[src/hw/rtl/flg_pkg.sv]
// Shared constants, types and the sine table of the flanger.
package flg_pkg;

    localparam int DELAY_DEPTH = 512;
    localparam int SINE_SIZE   = 256;
    localparam int PHASE_BITS  = 20;

    localparam int AW        = $clog2(DELAY_DEPTH);
    localparam int IDX_BITS  = $clog2(SINE_SIZE);
    localparam int SAMPLE_W  = 16;
    localparam int STEP_W    = 16;
    localparam int DLY_W     = 17;
    localparam int GAIN_W    = 16;
    localparam int CFG_W     = 17;
    localparam int CFG_IDX_W = 2;
    localparam int UNIT_W    = 17;
    localparam int FRAC_W    = 8;
    localparam int DQ_W      = AW + FRAC_W;
    localparam int DSUM_W    = DLY_W + 1;
    localparam int UNIT_SH   = 16;

    localparam int MUL_A_W   = 25;
    localparam int MUL_B_W   = 18;
    localparam int MUL_P_W   = MUL_A_W + MUL_B_W;
    localparam int ACC_W     = MUL_A_W;
    localparam int ROUND_SH  = 23;
    localparam int RND_W     = MUL_P_W + 1 - ROUND_SH;
    localparam int Y_W       = RND_W + 1;

    localparam logic [DQ_W-1:0] DLY_LO = DQ_W'(1 << FRAC_W);
    localparam logic [DQ_W-1:0] DLY_HI = DQ_W'((DELAY_DEPTH - 1) * (1 << FRAC_W));

    localparam logic signed [Y_W-1:0] SAT_MAX = Y_W'((1 << (SAMPLE_W - 1)) - 1);
    localparam logic signed [Y_W-1:0] SAT_MIN = -Y_W'(1 << (SAMPLE_W - 1));

    typedef enum logic [CFG_IDX_W-1:0] {
        CFG_LFO_STEP    = 2'd0,
        CFG_DELAY_MIN   = 2'd1,
        CFG_DELAY_SWEEP = 2'd2,
        CFG_MIX_GAIN    = 2'd3
    } cfg_idx_t;

    typedef enum logic [3:0] {
        S_CLEAR,
        S_IDLE,
        S_LFO,
        S_DELAY,
        S_TAP_RD,
        S_MAC_A,
        S_MAC_B,
        S_GAIN,
        S_DONE
    } state_t;

    typedef enum logic [1:0] {
        MUL_SWEEP,
        MUL_TAP_A,
        MUL_TAP_B,
        MUL_GAIN
    } mul_op_t;

    typedef struct packed {
        logic          in_ready;
        logic          ld_u;
        logic          ld_d;
        logic          rd_b;
        logic          acc_ld;
        logic          acc_add;
        logic          y_en;
        logic          out_load;
        logic          clr_we;
        logic [AW-1:0] clr_addr;
        mul_op_t       mul_op;
    } ctrl_t;

    typedef logic [UNIT_W-1:0] sine_lut_t [SINE_SIZE];

    // (1+sin)/2 per entry, Q16, parabolic approximation
    function automatic sine_lut_t build_sine();
        sine_lut_t       lut;
        longint unsigned two;
        longint unsigned x;
        longint unsigned s;
        longint unsigned c;
        longint unsigned y;
        logic            neg;
        for (int i = 0; i < SINE_SIZE; i++)
        begin
            two = longint'(i) * 2;
            neg = 1'b0;
            if (two >= longint'(SINE_SIZE))
            begin
                two = two - longint'(SINE_SIZE);
                neg = 1'b1;
            end
            x = (two * 65536) / SINE_SIZE;
            if (x > 65536)
                x = 65536;
            s = (4 * x * (65536 - x)) >> 16;
            c = 50790 + ((14746 * s) >> 16);
            y = (s * c) >> 16;
            if (y > 65536)
                y = 65536;
            lut[i] = neg ? UNIT_W'(32768 - (y >> 1)) : UNIT_W'(32768 + (y >> 1));
        end
        return lut;
    endfunction

    localparam sine_lut_t SINE_LUT = build_sine();

endpackage

[src/hw/rtl/flg_seq.sv]
// Sequencer: store clear after reset and the per-sample step schedule.
module flg_seq (
    input  logic           clk,
    input  logic           rst_n,
    input  logic           in_valid,
    input  logic           out_free,
    output flg_pkg::ctrl_t ctrl
);
    import flg_pkg::*;

    state_t        state_reg;
    state_t        state_next;
    logic [AW-1:0] clr_cnt_reg;
    logic [AW-1:0] clr_cnt_next;

    always_ff @(posedge clk or negedge rst_n)
    begin
        if (!rst_n)
        begin
            state_reg   <= S_CLEAR;
            clr_cnt_reg <= '0;
        end
        else
        begin
            state_reg   <= state_next;
            clr_cnt_reg <= clr_cnt_next;
        end
    end

    always_comb
    begin
        state_next   = state_reg;
        clr_cnt_next = clr_cnt_reg;
        unique case (state_reg)
            S_CLEAR:
            begin
                clr_cnt_next = clr_cnt_reg + AW'(1);
                if (clr_cnt_reg == AW'(DELAY_DEPTH - 1))
                    state_next = S_IDLE;
            end
            S_IDLE:
            begin
                if (in_valid)
                    state_next = S_LFO;
            end
            S_LFO:    state_next = S_DELAY;
            S_DELAY:  state_next = S_TAP_RD;
            S_TAP_RD: state_next = S_MAC_A;
            S_MAC_A:  state_next = S_MAC_B;
            S_MAC_B:  state_next = S_GAIN;
            S_GAIN:   state_next = S_DONE;
            S_DONE:
            begin
                if (out_free)
                    state_next = S_IDLE;
            end
            default:  state_next = S_IDLE;
        endcase
    end

    always_comb
    begin
        ctrl          = '0;
        ctrl.clr_addr = clr_cnt_reg;
        ctrl.mul_op   = MUL_SWEEP;
        unique case (state_reg)
            S_CLEAR:  ctrl.clr_we   = 1'b1;
            S_IDLE:   ctrl.in_ready = 1'b1;
            S_LFO:    ctrl.ld_u     = 1'b1;
            S_DELAY:
            begin
                ctrl.ld_d   = 1'b1;
                ctrl.mul_op = MUL_SWEEP;
            end
            S_TAP_RD: ctrl.rd_b = 1'b0;
            S_MAC_A:
            begin
                ctrl.rd_b   = 1'b1;
                ctrl.acc_ld = 1'b1;
                ctrl.mul_op = MUL_TAP_A;
            end
            S_MAC_B:
            begin
                ctrl.acc_add = 1'b1;
                ctrl.mul_op  = MUL_TAP_B;
            end
            S_GAIN:
            begin
                ctrl.y_en   = 1'b1;
                ctrl.mul_op = MUL_GAIN;
            end
            S_DONE:   ctrl.out_load = out_free;
            default:  ctrl.in_ready = 1'b0;
        endcase
    end

endmodule

[config.mk]
export PLATFORM = sky130hd
export DESIGN_NAME = flg_seq
export DESIGN_NICKNAME = d
export VERILOG_FILES = /design/src/hw/rtl/flg_pkg.sv /design/src/hw/rtl/flg_seq.sv
export SDC_FILE = /design/constraint.sdc
export NUM_CORES = 1
export LEC_CHECK = 0
export ABC_AREA = 0
export ABC_CLOCK_PERIOD_IN_PS = 3300
export BUFFER_PORTS_ARGS = -buffer_cell sky130_fd_sc_hd__buf_4
export CORE_MARGIN = 2
export CORE_UTILIZATION = 40
export DETAILED_ROUTE_END_ITERATION = 16
export PLACE_DENSITY = 0.66
export SYNTH_ARGS = -nofsm -noshare
export SYNTH_HDL_FRONTEND = slang
export SYNTH_SLANG_ARGS = --single-unit
[constraint.sdc]
create_clock -name clk -period 3.3 [get_ports clk]
set_input_delay 0.165 -clock clk [delete_from_list [all_inputs] [get_ports clk]]
set_output_delay 0.165 -clock clk [all_outputs]
set_load 0.01 [all_outputs]
==> out/results.tsv, run 1 <==
metric	value	unit
pin_count	24	
instances_no_fill	107	
dpl.cell_count	102	
synth_top_family_by_area	simple AND/OR/NAND/NOR gates	
worstPathRequired	3130	ps
clock_latency	270	ps
arrival	1540	ps
placementRows	15	
power_frac_comb	47.0	%
period_share	51.8	%
diodes	0	
yosysSeqAreaShare	45.9	%
hold_path_class	in2reg	
clkTransAtPathRegs	80	ps
grt_pass1_vias	448	
final_antenna_net_count	0	
worstRegToRegCells	7	
setup_tns	0	ps
dieArea	0.00212	sq mm
place.gp.congestion	0.701	
hold_depth	3	
p_seq_share	40.6	%
postCtsSetupBuffers	0	
drc	0	
synthFlopType	dfrtp_1	
setup_violations	0	
slew_violations	0	
fin_worst_skew	3.48	ps
tightest_slew	529	ps
grt_pass1_wl	1870	um
cts_tree	built	
wl_per_cell	11.5	um
register_area	325	sq um
min_from	out_free	
fillers	161	
cts_root_buf	clkbuf_4	
cp_max_fo	12	
start_util	41.9	%
syn_nets	73	
synthArstFlopShare	100	%
clock_sinks	13	
largest_reg_flops	9	
vias	525	
rsz0062_at_grt	no	
synthAdderAreaFrac	3.53	%
startpoint_type	register	
ctsLongestPathBuffers	2	
area_growth	27.4	%
die_y	46.1	um
syn_area	708	sq um
finalCriticalPeriod	1710	ps
core_area	0.00169	sq mm
grt_start_max_net_pins	14	
cts_buffers	3	
initialDrtViolationCount	3	
grtUsageTotal	12.2	%
crit_type	reg2out	
netSwitchingFraction	40.9	%
viasPerCell	4.91	
status	finished, final reports clean	
firstDrtPassIters	3	
drv_cap	0	
ir_drop	0.457	mV
holdPathEnd	state_reg[0]$_DFFE_PN0P_	
portBuffers	23	
synth-edff-count	0	
r2r_slack	1590	ps
p_leak	0.442	nW
grt_use_met3	4.71	%
synth_compound_area_share	5.30	%
hold_violations	0	
synth_warnings	0	
synth-simple-area-share	26.3	%
hpwl	931	um
use_met1	16.4	%
yosysUniqueCellTypes	28	
gr-max-usage-layer	met2	
grt_antenna_before_repair	0	
multi_input_area	342	sq um
power.switching	0.319	mW
timing.fmax	0.585	GHz
power_density	866	mW/mm^2
slew_headroom	64.5	%
synth-xor-area-share	9.89	%
synth-seq-cells	13	
synth_mux_area_share	3.18	%
cp-end-kind	output port	
grtUsageMet2	19.2	%
htreeDepth	1	
synthCells	67	
internal_power	0.462	mW
synth_area_per_cell	10.6	sq um
drt-total-wl	1240	um
r2r-start	clr_cnt_reg[0]$_DFFE_PN0N_	
drive_gt1_share	33.3	%
grt_overflow_total	0	
nNetsFinal	97	
chipWidth	46.1	um
rr_endpoint	state_reg[0]$_DFFE_PN0P_	
pwr-share-clk	12.4	%
## layer usage
layer | wire length (um) | up-vias
li1 | - | 275
met1 | 575 | 241
met2 | 615 | 9
met3 | 44 | 0
met4 | 0 | 0
met5 | 0 | -
## logic make-up after synthesis
kind of cell	after synthesis
AND/OR/NAND/NOR	30
flip-flops	13
XOR/XNOR	8
AO/OA/AOI/OAI	6
buffers and inverters	6
multiplexers	2
adder cells (fa/ha/maj)	2
## area by class of cell
| type | instances | share of cell area [%] |
|---|---|---|
| multi-input combinational | 48 | 37.9 |
| sequential | 13 | 36.1 |
| timing repair buffer | 24 | 20.2 |
| clock buffer | 3 | 2.50 |
| tap | 17 | 2.36 |
| clock inverter | 1 | 0.555 |
| inverter | 1 | 0.416 |
## synthesized netlist by cell type (all sizes together) (2+ instances only)
master	count	area, sq um
clkbuf	2	7.51
a21oi	3	15.0
or2b	2	15.0
nor4	2	27.5
nand4	2	12.5
and2	2	12.5
nor2b	2	12.5
nor2	3	11.3
nor3	4	20.0
dfrtp	13	325
nand2	4	15.0
ha	2	25.0
mux2	2	22.5
xnor2	6	52.6
xor2	2	17.5
and3	3	18.8
buf	3	30.0
nand2b	2	12.5
## worst max-delay path by stage
stage,from,end,slack (ps),cells after the start
floorplan,state_reg[1]$_DFFE_PN0P_,clr_cnt_reg[6]$_DFFE_PN0N_,1640,4
finish,state_reg[3]$_DFFE_PN0P_,ctrl[11],1590,2
detailed placement,clr_cnt_reg[0]$_DFFE_PN0N_,state_reg[0]$_DFFE_PN0P_,1610,7
CTS,clr_cnt_reg[0]$_DFFE_PN0N_,state_reg[0]$_DFFE_PN0P_,1580,7
global route,state_reg[3]$_DFFE_PN0P_,ctrl[11],1450,2
global placement,clr_cnt_reg[0]$_DFFE_PN0N_,state_reg[0]$_DFFE_PN0P_,1590,7
## power groups by stage
| stage | Clock [mW] | Sequential (mW) | Combinational [mW] |
|---|---|---|---|
| 3_5_place_dp | 0 | 0.321 | 0.369 |
| 5_1_grt | 0.111 | 0.332 | 0.404 |
| 2_1_floorplan | 0 | 0.280 | 0.279 |
| 4_1_cts | 0.0997 | 0.317 | 0.372 |
| 3_3_place_gp | 0 | 0.317 | 0.370 |
| 6_report | 0.0968 | 0.317 | 0.368 |
## cell usage in the layout (no fill, tap or decap), types with 3 or more instances in the layout
cell type,n
a21oi_1,3
and3_1,3
buf_4,23
clkbuf_4,3
dfrtp_1,13
nand2_1,4
nor2_1,3
nor3_1,4
xnor2_1,6
## what timing repair did
item                                    4_1_cts  5_1_grt
endpoints found under the setup margin        0        0
hold buffers                                  1        0
endpoints found under the hold margin        13        0
resized for setup                             0        0
## critical path, stage by stage, from the launching register on
cell and delay [ps]:
dfrtp_1 520, nor4_4 530, buf_4 220
## through the flow
step                      util (%)  power [mW]  setup WS [ps]  instance area (sq um)  hold slack (ps)
after floorplan                  -       0.559           1640                    708             -131
after global placement        51.2       0.687           1590                    865             16.0
final                         53.4       0.781           1590                    902              188
after detailed placement      51.2       0.689           1610                    865             15.8
after global routing          53.4       0.847           1450                    902              196
after CTS                     53.4       0.788           1580                    902              186
(Power assumes the default switching activity.)
==> run 2: changes to the inputs <==
--- a/config.mk
+++ b/config.mk
@@ -5,8 +5,8 @@
 export SDC_FILE = /design/constraint.sdc
 export NUM_CORES = 1
 export LEC_CHECK = 0
-export ABC_AREA = 0
-export ABC_CLOCK_PERIOD_IN_PS = 3300
+export ABC_AREA = 1
+export ABC_CLOCK_PERIOD_IN_PS = 1600
 export BUFFER_PORTS_ARGS = -buffer_cell sky130_fd_sc_hd__buf_4
 export CORE_MARGIN = 2
 export CORE_UTILIZATION = 40
==> constraint.sdc (replaced) <==
create_clock -name clk -period 1.6 [get_ports clk]
set_input_delay 0.08 -clock clk [delete_from_list [all_inputs] [get_ports clk]]
set_output_delay 0.08 -clock clk [all_outputs]
set_load 0.01 [all_outputs]
==> out/results.tsv, run 2 <==
metric	value	unit	change
slew_headroom	83.2	%	was 64.5%
area_growth	32.8	%	was 27.4%
status	finished, final reports clean		unchanged
ir_drop	0.989	mV	was 0.457 mV
yosysSeqAreaShare	44.6	%	was 45.9%
ctsLongestPathBuffers	2		unchanged
critPathMaxStageDelay	420	ps	was 530 ps
drv_cap	0		unchanged
initialDrtViolationCount	18		was 3
place.gp.congestion	0.751		was 0.701
tightest_slew	250	ps	was 529 ps
grt_pass1_vias	565		was 448
synth-edff-count	0		unchanged
synth_top_area_share	44.6	%	was 45.9%
dieArea	0.00218	sq mm	was 0.00212 sq mm
nNetsFinal	127		was 97
startpoint_type	register		unchanged
clock_latency	270	ps	about the same
synthFlopType	dfrtp_1		unchanged
wl_per_cell	10.1	um	was 11.5 um
cts_tree	built		unchanged
post-route-util	56.1	%	was 53.4%
largest_reg_flops	9		unchanged
timing.final.ws_setup	137	ps	was 1590 ps
cp_max_fo	6		was 12
power_density	1710	mW/mm^2	was 866 mW/mm^2
post-place-ws	168	ps	was 1610 ps
hold_violations	0		unchanged
synth_area_leaders	dfrtp_1, nand2_1, inv_1		was dfrtp_1, xnor2_1, ha_1
synthAdderAreaFrac	3.43	%	was 3.53%
cp_num_buf_inv	2		was 1
hold_path_class	in2reg		unchanged
synth_mux_area_share	0	%	was 3.18%
grt_overflow_total	0		unchanged
worstPathRequired	1520	ps	was 3130 ps
synth_top_family_by_area	simple AND/OR/NAND/NOR gates		unchanged
portBuffers	23		unchanged
layout_commonest_cell	nand2_1		was buf_4
setup_tns	0	ps	unchanged
htreeDepth	1		unchanged
slew_violations	0		unchanged
clock_sinks	13		unchanged
cts_root_buf	clkbuf_4		unchanged
setup_violations	0		unchanged
yosysUniqueCellTypes	18		was 28
diodes	0		unchanged
timing.fmax	0.684	GHz	
synthCells	93		was 67
cpLargestDelayFamily	flip-flops		was simple AND/OR/NAND/NOR gates
syn_area	729	sq um	was 708 sq um
finalPower	1.65	mW	was 0.781 mW
hpwl	1150	um	was 931 um
start_util	42.2	%	was 41.9%
crit_type	reg2out		unchanged
synth_area_per_cell	7.84	sq um	was 10.6 sq um
worstRegToRegCells	7		unchanged
die_y	46.7	um	was 46.1 um
grt_pass1_wl	2370	um	was 1870 um
vias	676		was 525
cp-end-kind	output port		unchanged
hold_depth	4		was 3
worst-path-stages	4		was 2
cts_buffers	3		unchanged
r2r_slack	190	ps	was 1590 ps
p_leak	0.520	nW	was 0.442 nW
fillers	183		was 161
postCtsSetupBuffers	0		unchanged
grt_start_max_net_pins	14		unchanged
synth-seq-cells	13		unchanged
synth-xor-area-share	4.80	%	was 9.89%
layout_common_cells	nand2_1, buf_4, inv_1, dfrtp_1, nor2_1		was buf_4, dfrtp_1, xnor2_1
synthArstFlopShare	100	%	unchanged
final_antenna_net_count	0		unchanged
firstDrtPassIters	4		was 3
grtUsageTotal	15.4	%	was 12.2%
syn_nets	99		was 73
synth_warnings	0		unchanged
synth_compound_area_share	2.06	%	was 5.30%
synth_common_cells	nand2_1, dfrtp_1, inv_1, nor2_1, nand3_1		was dfrtp_1, xnor2_1, nand2_1, nor3_1
drc	0		unchanged
viasPerCell	4.66		was 4.91
synth.most_common_cell	nand2_1		was dfrtp_1
synth-simple-area-share	36.5	%	was 26.3%
clkTransAtPathRegs	70	ps	was 80 ps
drive_gt1_share	26.7	%	was 33.3%
pin_count	24		unchanged
cpMaxStageDelayCell	dfrtp_1		was nor4_4
fin_worst_skew	1.60	ps	was 3.48 ps
crit_chain	inv_1 > nand2_1 > nor3_1 > buf_4		was nor4_4 > buf_4
arrival	1380	ps	was 1540 ps
core_area	0.00173	sq mm	was 0.00169 sq mm
period_share	91.4	%	
chipWidth	46.7	um	was 46.1 um
placementRows	15		unchanged
synth_top_area_cell	dfrtp_1		unchanged
drt-total-wl	1460	um	was 1240 um
grt_antenna_before_repair	0		unchanged
finalCriticalPeriod	1460	ps	
[run 2: path summary, 6_finish.rpt]
kind                                            start                         end
setup / recovery             state_reg[3]$_DFFE_PN0P_                    ctrl[15]
hold / removal                               in_valid    state_reg[0]$_DFFE_PN0P_
setup reg to reg           clr_cnt_reg[1]$_DFFE_PN0N_    state_reg[0]$_DFFE_PN0P_
hold reg to reg            clr_cnt_reg[8]$_DFFE_PN0N_  clr_cnt_reg[8]$_DFFE_PN0N_
max in group asynchronous                       rst_n  clr_cnt_reg[2]$_DFFE_PN0N_
min in group asynchronous                       rst_n  clr_cnt_reg[4]$_DFFE_PN0N_
[run 2: repair_timing]
action / 4_1_cts / 5_1_grt
endpoints found under the setup margin: 0 / 3
hold buffers: 1 / 0
hold endpoints to repair: 13 / 0
resized for setup: 0 / 1
[run 2: cell type report]
| cell class | instances | area, sq um | area share [%] |
|---|---|---|---|
| Tap cell | 25 | 31.3 | 3.23 |
| Clock buffer | 4 | 26.3 | 2.71 |
| Sequential cell | 13 | 325 | 33.6 |
| Timing Repair Buffer | 24 | 183 | 18.9 |
| Multi-Input combinational cell | 65 | 348 | 35.9 |
| Inverter | 14 | 55.1 | 5.68 |
[run 2: power by group]
part	internal [mW]	switching, mW
clock	0.0967	0.100
sequential	0.440	0.144
combinational	0.373	0.500
total	0.910	0.744
[run 2: stage by stage]
stage	cells	cell area [sq um]	hold WS [ps]
floorplan	93	729	-216
global placement	140	926	-68.1
detailed placement	140	926	-64.5
CTS	145	962	108
global route	145	968	133
finish	145	968	116
[run 2: tightest hold or removal path: cells and delay by family]
kind,cells,cell delay [ps]
buffers and inverters,2,100
and+or+nand+nor,1,90
AOI/OAI and AO/OA,1,80
[run 2: cells by family after synthesis]
group	after synthesis
AND/OR/NAND/NOR	56
AO/OA/AOI/OAI	3
flip-flops	13
XOR/XNOR	4
adder cells (fa/ha/maj)	2
buffers and inverters	15
[run 2: routing by layer]
metal / GRT usage, % / vias up / part of all wire [%]
met5: 0 / - / 0
met1: 22.0 / 312 / 50
met3: 5.88 / 2 / 4.9
met4: 3.33 / 0 / 0.41
li1: - / 349 / -
met2: 22.2 / 13 / 44
