### src/hw/rtl/flg_pkg.sv
// Shared constants, types and the sine table of the flanger.
package flg_pkg;

    localparam int DELAY_DEPTH = 512;
    localparam int SINE_SIZE   = 256;
    localparam int PHASE_BITS  = 20;

    localparam int AW        = $clog2(DELAY_DEPTH);
    localparam int IDX_BITS  = $clog2(SINE_SIZE);
    localparam int SAMPLE_W  = 16;
    localparam int STEP_W    = 16;
    localparam int DLY_W     = 17;
    localparam int GAIN_W    = 16;
    localparam int CFG_W     = 17;
    localparam int CFG_IDX_W = 2;
    localparam int UNIT_W    = 17;
    localparam int FRAC_W    = 8;
    localparam int DQ_W      = AW + FRAC_W;
    localparam int DSUM_W    = DLY_W + 1;
    localparam int UNIT_SH   = 16;

    localparam int MUL_A_W   = 25;
    localparam int MUL_B_W   = 18;
    localparam int MUL_P_W   = MUL_A_W + MUL_B_W;
    localparam int ACC_W     = MUL_A_W;
    localparam int ROUND_SH  = 23;
    localparam int RND_W     = MUL_P_W + 1 - ROUND_SH;
    localparam int Y_W       = RND_W + 1;

    localparam logic [DQ_W-1:0] DLY_LO = DQ_W'(1 << FRAC_W);
    localparam logic [DQ_W-1:0] DLY_HI = DQ_W'((DELAY_DEPTH - 1) * (1 << FRAC_W));

    localparam logic signed [Y_W-1:0] SAT_MAX = Y_W'((1 << (SAMPLE_W - 1)) - 1);
    localparam logic signed [Y_W-1:0] SAT_MIN = -Y_W'(1 << (SAMPLE_W - 1));

    typedef enum logic [CFG_IDX_W-1:0] {
        CFG_LFO_STEP    = 2'd0,
        CFG_DELAY_MIN   = 2'd1,
        CFG_DELAY_SWEEP = 2'd2,
        CFG_MIX_GAIN    = 2'd3
    } cfg_idx_t;

    typedef enum logic [3:0] {
        S_CLEAR,
        S_IDLE,
        S_LFO,
        S_DELAY,
        S_TAP_RD,
        S_MAC_A,
        S_MAC_B,
        S_GAIN,
        S_DONE
    } state_t;

    typedef enum logic [1:0] {
        MUL_SWEEP,
        MUL_TAP_A,
        MUL_TAP_B,
        MUL_GAIN
    } mul_op_t;

    typedef struct packed {
        logic          in_ready;
        logic          ld_u;
        logic          ld_d;
        logic          rd_b;
        logic          acc_ld;
        logic          acc_add;
        logic          y_en;
        logic          out_load;
        logic          clr_we;
        logic [AW-1:0] clr_addr;
        mul_op_t       mul_op;
    } ctrl_t;

    typedef logic [UNIT_W-1:0] sine_lut_t [SINE_SIZE];

    // (1+sin)/2 per entry, Q16, parabolic approximation
    function automatic sine_lut_t build_sine();
        sine_lut_t       lut;
        longint unsigned two;
        longint unsigned x;
        longint unsigned s;
        longint unsigned c;
        longint unsigned y;
        logic            neg;
        for (int i = 0; i < SINE_SIZE; i++)
        begin
            two = longint'(i) * 2;
            neg = 1'b0;
            if (two >= longint'(SINE_SIZE))
            begin
                two = two - longint'(SINE_SIZE);
                neg = 1'b1;
            end
            x = (two * 65536) / SINE_SIZE;
            if (x > 65536)
                x = 65536;
            s = (4 * x * (65536 - x)) >> 16;
            c = 50790 + ((14746 * s) >> 16);
            y = (s * c) >> 16;
            if (y > 65536)
                y = 65536;
            lut[i] = neg ? UNIT_W'(32768 - (y >> 1)) : UNIT_W'(32768 + (y >> 1));
        end
        return lut;
    endfunction

    localparam sine_lut_t SINE_LUT = build_sine();

endpackage

### src/hw/rtl/flg_mul.sv
// Shared signed multiplier of the flanger datapath.
module flg_mul (
    input  logic signed [flg_pkg::MUL_A_W-1:0] a,
    input  logic signed [flg_pkg::MUL_B_W-1:0] b,
    output logic signed [flg_pkg::MUL_P_W-1:0] p
);
    import flg_pkg::*;

    always_comb
    begin
        p = MUL_P_W'(a) * MUL_P_W'(b);
    end

endmodule

### config.mk
export PLATFORM = sky130hd
export DESIGN_NAME = flg_mul
export DESIGN_NICKNAME = d
export VERILOG_FILES = /design/src/hw/rtl/flg_pkg.sv /design/src/hw/rtl/flg_mul.sv
export SDC_FILE = /design/constraint.sdc
export NUM_CORES = 1
export LEC_CHECK = 0
export ABC_AREA = 1
export BUFFER_PORTS_ARGS = -buffer_cell sky130_fd_sc_hd__buf_2
export CAP_MARGIN = 25
export CORE_ASPECT_RATIO = 0.9
export CORE_MARGIN = 1
export CORE_UTILIZATION = 60
export DETAILED_ROUTE_END_ITERATION = 16
export PLACE_DENSITY = 0.81
export SETUP_SLACK_MARGIN = 0.15
export SYNTH_ARGS = -nofsm -noshare
export SYNTH_HDL_FRONTEND = slang
export SYNTH_SLANG_ARGS = --single-unit
### constraint.sdc
create_clock -name vclk -period 7.05
set_input_delay 1.0575 -clock vclk [all_inputs]
set_output_delay 1.0575 -clock vclk [all_outputs]
set_load 0.02 [all_outputs]
==> results, run 1 <==
- The signal on the critical path passes through buf_8 -> buf_4 -> nand2_1 -> inv_1 -> fa_1 -> inv_2 -> fa_1 -> inv_2 -> fa_2 -> fa_1 -> inv_2 -> fa_2 -> fa_1 -> inv_2 -> ha_4 -> nand2_4 -> inv_4 -> nand2_4 -> nor3_2 -> nand2_1 -> nand2_4 -> buf_6 -> xor2_4 -> buf_6.
- Setup violations remaining at the end of the flow were counted as 28.
- The maximum fanout along the worst path is 11.
- The combined global-route utilization of all metal layers is 38.6%.
- In this run the remaining antenna-violating nets after routing total 0.
- The area of the placeable core is 28,300 sq um.
- Synthesis produced a netlist with a net count of 2,963.
- The portion of the post-synthesis area used by sequential elements is 0%.
- The count of pins over their slew limit is 0.
- The worst hold path begins at a[0].
- The number of distinct standard cells referenced by the synthesized netlist is 27.
- Across all setup checks in the final design, the least slack found is -0.866 ns.
- The final reports fail on negative setup slack.
- The portion of the clock cycle consumed by the worst path in the final layout is 112%.
- The standard cell with the maximum stage delay on the critical path is sky130_fd_sc_hd__fa_1.
- Once the floorplan was initialized, standard cells occupied 61.7% of the core.
- The worst setup path is captured at a primary output.
- The critical path required time is 5.99 ns.
- The actual slew at the worst max-slew pin is 0.366 ns.
- In the final routed layout, each cell accounts on average for 20.1 um.
- The mean instance size in the synthesized netlist is 7.37 sq um.
- The final layout contains a sequential cell count of 0.
- Entering global routing, the biggest net connects 18 pins.
- The area growth from synthesis to layout is 27.1%.
- Dividing the detail-routed via count by the number of cells gives 5.62.
- The number of violations reported at the end of detailed-routing iteration 0 is 1,600.
- In this run, post-CTS hold repair placed 0 buffers.
- The floorplan die width is 182 um.
- The pre-antenna-repair detailed-routing pass consisted of 6 iterations.
- The detailed-route DRC error count is 0.
- The number of buffers added on ports is 86.
- The final layout contains 3,194 nets.
- The first global-routing pass estimated 88,400 um of wire.
- In this design, the stage delay of the slowest critical-path cell is 0.73 ns.
- Max-cap violations in this run came to 0.
- The top achievable clock speed is 126 MHz.
- The via count of the first global-routing pass is 17,986.
- The worst hold path terminates at p[0].
- The path type of the worst min-delay path is in -> out.
- The startpoint type of the worst setup path is an input port.
- The routed design could run at a clock period as short as 7.92 ns.
- The mapped netlist covers 17,500 sq um.
- The die covers 29,800 sq um.
- The pre-CTS worst setup slack is -0.628 ns.
- The instance count of the mapped netlist is 2,372.
- The total wire length after detailed routing is 59,600 um.
- The kind of critical path is in -> out.
- The sum of overflow across all layers after global routing is 0.
- The flow ran to the end, but the final reports show violations.
- The die is 164 um tall.
- The number of antenna violations at the first check in global routing was 1.
- The normalized max-slew margin is 75.6%.
- The final count of hold timing violations came to 0.
- The initialized floorplan defines 58 standard-cell rows.
- In the layout the commonest cells are sky130_fd_sc_hd__inv_1 (706), sky130_fd_sc_hd__nand2_1 (601), sky130_fd_sc_hd__fa_1 (411).
- The weighted congestion reported at the end of routability-driven placement is 0.972.
- The via count is 16,634.
- The share of layout cells above drive strength 1 is 26.6%.
- The total half-perimeter wirelength after legalization and detailed placement is 43,600 um.
- The area occupied by registers is 0 sq um.
- Setup repair after global routing could not meet its margin everywhere.
- The arrival time of data at the critical path endpoint is 6.86 ns.
- 86 I/O pins were placed.
- The number of clock buffers in the layout is 0.
- The worst hold path passes through 5 cells.
- After synthesis, the cell types taking the most area are sky130_fd_sc_hd__fa_1 (51%), sky130_fd_sc_hd__inv_1 (16%), sky130_fd_sc_hd__nand2_1 (15%).
- Of the post-synthesis cell area, the dominant cell type holds 50.5%.
- The most common library cell in the layout ignoring fill and taps is sky130_fd_sc_hd__inv_1.
- The number of synthesis warnings is 0.
- The cell type contributing the most total cell area after synthesis is sky130_fd_sc_hd__fa_1.
==> per-layer routing <==
metal	track usage [%]	vias up	wire length, um
li1	-	6959	-
met1	44.2	8086	19100
met2	68.7	1157	28700
met3	4.46	432	5930
met4	26.5	0	5920
met5	0	-	0
==> cell type report <==
cell class	count	area, sq um
Tap cell	360	450
Fill cell	1746	6100
Timing Repair Buffer	332	3160
Multi-Input combinational cell	1496	15700
Antenna cell	1	2.50
Inverter	773	2930
==> through the flow <==
step / utilization, % / hold WS, ns / TNS [ns] / cells / cell area [sq um]
after floorplan: - / 2.40 / 0 / 2372 / 17900
after global placement: 70.0 / 2.68 / -9.92 / 2921 / 19800
after detailed placement: 70.0 / 2.68 / -11.92 / 2921 / 19800
after CTS: 76.1 / 2.68 / -3.42 / 2951 / 21500
after global routing: 78.5 / 2.72 / -18.95 / 2962 / 22200
final: 78.5 / 2.69 / -15.50 / 2962 / 22200
==> synth_stat cells (all sizes together), types with 7 or more instances <==
cell type / n
a21oi: 27
clkbuf: 99
fa: 441
ha: 107
inv: 772
nand2: 715
nand3: 54
nand4: 8
nor2: 88
nor3: 8
o21bai: 8
or2: 7
xor2: 18
==> cells by family (layout without fill, tap and decap cells) <==
logic type | count (synthesis) | count (layout) | synth area share (%)
buf+inv | 876 | 1105 | 18.8
simple gates | 886 | 886 | 20.5
other cells | 0 | 1 | 0
compound gates | 41 | 41 | 1.40
fa+ha+maj | 548 | 548 | 58.2
xor+xnor | 21 | 21 | 1.05
==> repair_timing <==
| item | 4_1_cts | 5_1_grt |
|---|---|---|
| pin swaps | 130 | 118 |
| endpoints found under the setup margin | 32 | 33 |
| gates resized for setup | 384 | 171 |
| cloned | 4 | 0 |
| setup buffers | 26 | 10 |
==> critical path: cells and delay by family <==
kind / cells / cell delay, ns
adder cells (fa/ha/maj): 7 / 3.76
buffers and inverters: 10 / 1.07
AND/OR/NAND/NOR: 6 / 0.61
XOR/XNOR: 1 / 0.34
==> worst max-delay path by stage <==
stage,startpoint,slack (ns),cells after the start,endpoint
5_1_grt,b[7],-0.99,24,p[20]
3_3_place_gp,b[9],-0.58,22,p[27]
4_1_cts,b[5],-0.28,24,p[27]
3_5_place_dp,b[3],-0.63,22,p[27]
6_report,a[12],-0.87,24,p[20]
2_1_floorplan,a[24],0.14,21,p[42]
Power of run 1 is not shown: default switching activity piles up to over one toggle a cycle in this logic, so the estimate is an artifact.
==> run 2: changes to the inputs <==
- SETUP_SLACK_MARGIN: 0.15 -> unset
==> results, run 2 (synthesis gave the netlist of run 1 again) <==
- At the pin with the least slew margin, the transition time is 0.356 ns.
- The worst setup path is captured at a primary output.
- The critical path required time is 5.99 ns.
- The first detailed-routing pass took 8 iterations.
- The post-synthesis to final-layout area growth is 29.2%.
- The shortest period the worst path allows is 7.49 ns.
- The share of layout cells above drive strength 1 is 27.9%.
- Traced cell by cell, the critical path runs through buf_16 -> buf_8 -> nand2_2 -> inv_2 -> fa_1 -> inv_2 -> fa_1 -> inv_2 -> fa_1 -> inv_2 -> fa_1 -> fa_1 -> fa_1 -> inv_2 -> ha_4 -> buf_6 -> nand2_4 -> nand2_4 -> a21oi_4 -> o21ai_4 -> nand2b_4 -> buf_12 -> xor2_4 -> buf_6.
- From left edge to right edge, the die measures 182 um.
- Hold is met by 2.71 ns.
- The detailed router placed 16,086 vias in this run.
- The final count of hold timing violations came to 0.
- The worst hold path was traced through 5 stages.
- The startpoint type of the worst setup path is an input port.
- The most common library cell in the layout ignoring fill and taps is sky130_fd_sc_hd__inv_1.
- Along the worst path, the maximum fanout reaches 7.
- The minimum setup slack in the final design is -0.443 ns.
- The flow ran to the end, but the final reports show violations.
- The area occupied by registers is 0 sq um.
- Routability-driven placement finished with a final weighted congestion of 0.968.
- The kind of critical path is in -> out.
- Once detailed placement completed, the half-perimeter wirelength came to 41,700 um.
- For this configuration, the core starts out at a cell density of 61.7%.
- The min-delay analysis places its worst path in the category in -> out.
- In this design, the critical path's most frequently occurring cell is sky130_fd_sc_hd__fa_1.
- Buffers placed on the I/O ports in this run total 86.
- The portion of the clock cycle consumed by the worst path in the final layout is 106%.
- The design has 0 sequential cells.
- Entering global routing, the biggest net connects 19 pins.
- The first routing iteration left 1,208 violations.
- The first global-routing pass estimated 86,700 um of wire.
- The largest single stage delay on the critical path is 0.68 ns.
- The net count of the finished layout is 3,206.
- The library cells used most frequently in the layout, excluding fill and tap cells, are sky130_fd_sc_hd__inv_1 (692), sky130_fd_sc_hd__nand2_1 (594), sky130_fd_sc_hd__fa_1 (411).
- In this run the count of I/O pins placed on the die edge is 86.
- Setup repair after global routing could not meet its margin everywhere.
- Global routing finished with a remaining overflow of 0.
- The combined global-route utilization of all metal layers is 37.6%.
- The normalized max-slew margin is 76.2%.
- Among cell families on the critical path, the largest total delay comes from adder cells.
- Setup violations remaining at the end of the flow were counted as 30.
- The hold path startpoint is a[0].
- The count of pins over their slew limit is 0.
- The floorplan step defined a core boundary enclosing 28,300 sq um.
- The destination of the worst hold path is p[0].
- Dividing the detail-routed wire length by the instance count gives 19.2 um.
- The tool flagged a number of max-cap violations equal to 0.
- The total wire length after detailed routing is 57,300 um.
- The hold-fix buffer count after cts is 0.
- The top achievable clock speed is 133 MHz.
- The number of vias per cell after detailed routing is 5.40.
- Together, buffers and inverters on the worst path number 10.
- The detail route stage leaves a number of antenna-violating nets equal to 0.
- The standard cell with the maximum stage delay on the critical path is sky130_fd_sc_hd__fa_1.
- The final sum of negative setup slack is -9.00 ns.
- The detailed-route DRC error count is 0.
- The checks that failed: negative setup slack.
- The number of antenna violations at the first check in global routing was 4.
- The pre-CTS worst setup slack is -0.659 ns.
- The via count of the first global-routing pass was 17,717.
- The total die area is 29,800 sq um.
- The overall die height is 164 um.
- The number of clock buffers in the layout is 0.
- The placement row count is 58.
- Data arrives at the worst endpoint at 6.44 ns.
==> run 2: metrics by stage <==
step | std cells | utilization [%] | area (sq um)
global placement | 2916 | 69.9 | 19800
finish | 2978 | 79.8 | 22600
floorplan | 2372 | - | 17600
CTS | 2959 | 76.7 | 21700
detailed placement | 2916 | 69.9 | 19800
global route | 2976 | 79.8 | 22600
==> run 2: layout make-up <==
| type | instances | area, sq um |
|---|---|---|
| Timing Repair Buffer | 344 | 3440 |
| Multi-Input combinational cell | 1496 | 15800 |
| Antenna cell | 5 | 12.5 |
| Fill cell | 1694 | 5720 |
| Inverter | 773 | 2940 |
| Tap cell | 360 | 450 |
==> run 2: metal layers <==
metal	up-vias	global-route usage (%)	share of wire [%]	wire length, um
met3	318	4.86	8.5	4870
li1	6991	-	-	-
met4	0	18.2	6.6	3790
met2	905	69.9	51	29300
met1	7872	43.0	34	19400
met5	-	0	0	0
==> run 2: worst max path at each step <==
stage	startpoint	endpoint	slack (ns)	cells after the start
final	b[8]	p[19]	-0.44	24
after global routing	b[8]	p[40]	-0.55	25
after CTS	b[8]	p[27]	-0.13	23
after detailed placement	b[6]	p[40]	-0.66	22
after global placement	b[6]	p[40]	-0.56	22
after floorplan	b[8]	p[42]	-0.03	21
==> run 2: tightest hold or removal path, delay by kind of cell <==
| kind | cells | cell delay [ns] |
|---|---|---|
| and+or+nand+nor | 1 | 0.08 |
| buffers and inverters | 4 | 0.51 |
==> run 2: repair_timing <==
action | in CTS | in global routing
gates cloned | 5 | 2
endpoints found under the setup margin | 30 | 32
buffers inserted | 38 | 15
gates resized for setup | 384 | 224
pin swaps | 165 | 151
Power of run 2 is left out for the same reason.
==> run 3: changes to the inputs <==
- CORE_MARGIN: 1 -> 4
==> results, run 3 (synthesis gave the netlist of run 1 again) <==
- The run finished, with violations left.
- The final reports fail on negative setup slack.
- The critical path capture point type is a primary output.
- Setup repair after global routing could not meet its margin everywhere.
- The minimum setup slack in the final design is -0.544 ns.
- Setup violations remaining at the end of the flow were counted as 29.
- The filler cells instantiated in the layout total 1,677.
- Compared with the post-synthesis result, the final layout area differs by 29.5%.
- The core region is 28,300 sq um.
- The startpoint type of the worst setup path is an input port.
- After detailed routing, the number of vias per cell comes to 5.48.
- The via count of the first global-routing pass was 17,459.
- The multi-input combinational cells in the finished layout cover a total of 15,700 sq um.
- The hold-fix buffer count after cts is 0.
- The number of antenna violations at the first check in global routing is 4.
- The critical path required time is 5.99 ns.
- The floorplan die width is 188 um.
- The floorplan has 58 rows.
- The first global-routing pass estimated 84,900 um of wire.
- The combined global-route utilization of all metal layers is 32.8%.
- The post-detailed-route wirelength per cell is 19.7 um.
- The number of placed instances, taps included, is 2,931.
- In this run, the number of DRC markers left after iteration 0 of detailed routing was 1,415.
- Before antenna repair, the detailed router went through 6 iterations.
- The congestion estimate from routability-driven global placement came to 0.978.
- The share of layout cells above drive strength 1 is 27.6%.
- For this run, the post-layout net count is 3,220.
- The shortest period the worst path allows is 7.59 ns.
- The total half-perimeter wirelength after legalization and detailed placement is 42,400 um.
- The detailed router placed 16,392 vias in this run.
- The setup path with the least slack is of type in -> out.
- The post-detailed-route count of antenna-violating nets is 0.
- There are 0 flip-flops and latches.
- The area occupied by registers is 0 sq um.
- The sum of overflow across all layers after global routing is 0.
- The overall die height is 170 um.
- In this run the worst hold path is classified as in -> out.
- Counting the clock-network buffers in the layout gives 0.
- For this configuration, the core starts out at a cell density of 61.7%.
- Along the worst path, the maximum fanout reaches 8.
- Entering global routing, the biggest net connects 19 pins.
- The top achievable clock speed is 132 MHz.
- The detailed-route DRC error count is 0.
- The most common library cell in the layout ignoring fill and taps is sky130_fd_sc_hd__inv_1.
- The portion of the clock cycle consumed by the worst path in the final layout is 108%.
- The count of pins over their slew limit came to 0.
- Data arrives at the worst endpoint at 6.54 ns.
- The number of placed I/O pins is 86.
- The die covers 31,900 sq um.
- The total wire length after detailed routing is 58,800 um.
- In the layout the commonest cells are sky130_fd_sc_hd__inv_1 (689), sky130_fd_sc_hd__nand2_1 (603), sky130_fd_sc_hd__fa_1 (418).
- The worst pin sits at a relative slew slack of 77.3%.
- The worst hold path passes through 5 cells.
- The actual slew at the worst max-slew pin is 0.340 ns.
- The final count of hold timing violations is 0.
- The number of standard cells in the final layout excluding fillers is 2,991.
- The tool flagged a number of max-cap violations equal to 0.
- In this run the tool buffered the top-level ports with 86 buffer cells.
## run 3: changes by cell type in the layout (fill, tap and decap cells not counted), sizes merged
| cell | change |
|---|---|
| inv | +2 |
| clkbuf | +4 |
| clkinv | -1 |
| bufbuf | -1 |
| clkinvlp | -1 |
| buf | +11 |
| diode | -1 |
## run 3: path summary, 6_finish.rpt
check,startpoint,end,slack [ns]
setup / recovery,b[5],p[27],-0.54
hold / removal,b[0],p[0],2.69
## run 3: metal layers
layer	track usage, %	routed length [um]
met2	59.9	29200
met1	39.2	19900
met3	4.37	5130
met4	14.4	4590
met5	0	0
## run 3: cell type report
type / instances / share of cell area [%]
antenna: 4 / 0.0442
inverter: 773 / 13.0
multi-input combinational: 1496 / 69.5
tap: 360 / 1.99
timing repair buffer: 358 / 15.5
## run 3: repair_timing
item / in CTS / in global routing
pin swaps: 88 / 166
gates cloned: 4 / 5
resized for setup: 280 / 318
endpoints found under the setup margin: 30 / 32
buffers inserted: 20 / 27
## run 3: through the flow
| stage | setup WS [ns] | util (%) | hold WS, ns | setup TNS [ns] | area (sq um) |
|---|---|---|---|---|---|
| floorplan | -0.0345 | - | 2.40 | -0.0345 | 17600 |
| global placement | -0.459 | 70.2 | 2.70 | -10.16 | 19900 |
| detailed placement | -0.558 | 70.2 | 2.71 | -12.05 | 19900 |
| CTS | -0.202 | 74.9 | 2.68 | -3.74 | 21200 |
| global route | -0.624 | 80.0 | 2.71 | -14.39 | 22600 |
| finish | -0.544 | 80.0 | 2.69 | -12.36 | 22600 |
## run 3: worst max-delay path, stage by stage
cell and delay [ns]:
sky130_fd_sc_hd__buf_12 0.12, sky130_fd_sc_hd__buf_12 0.15, sky130_fd_sc_hd__buf_6 0.11, sky130_fd_sc_hd__nand2_2 0.05
sky130_fd_sc_hd__inv_2 0.08, sky130_fd_sc_hd__fa_1 0.69, sky130_fd_sc_hd__inv_2 0.10, sky130_fd_sc_hd__fa_1 0.57
sky130_fd_sc_hd__inv_2 0.05, sky130_fd_sc_hd__fa_1 0.51, sky130_fd_sc_hd__fa_1 0.44, sky130_fd_sc_hd__fa_1 0.55
sky130_fd_sc_hd__inv_2 0.05, sky130_fd_sc_hd__fa_1 0.52, sky130_fd_sc_hd__inv_2 0.06, sky130_fd_sc_hd__ha_4 0.36
sky130_fd_sc_hd__nand2_8 0.09, sky130_fd_sc_hd__inv_6 0.09, sky130_fd_sc_hd__nand2_8 0.07, sky130_fd_sc_hd__nor3_4 0.17
sky130_fd_sc_hd__nand3_1 0.12, sky130_fd_sc_hd__nand3b_1 0.15, sky130_fd_sc_hd__xor2_2 0.20, sky130_fd_sc_hd__buf_6 0.15
Power of run 3 is left out for the same reason.
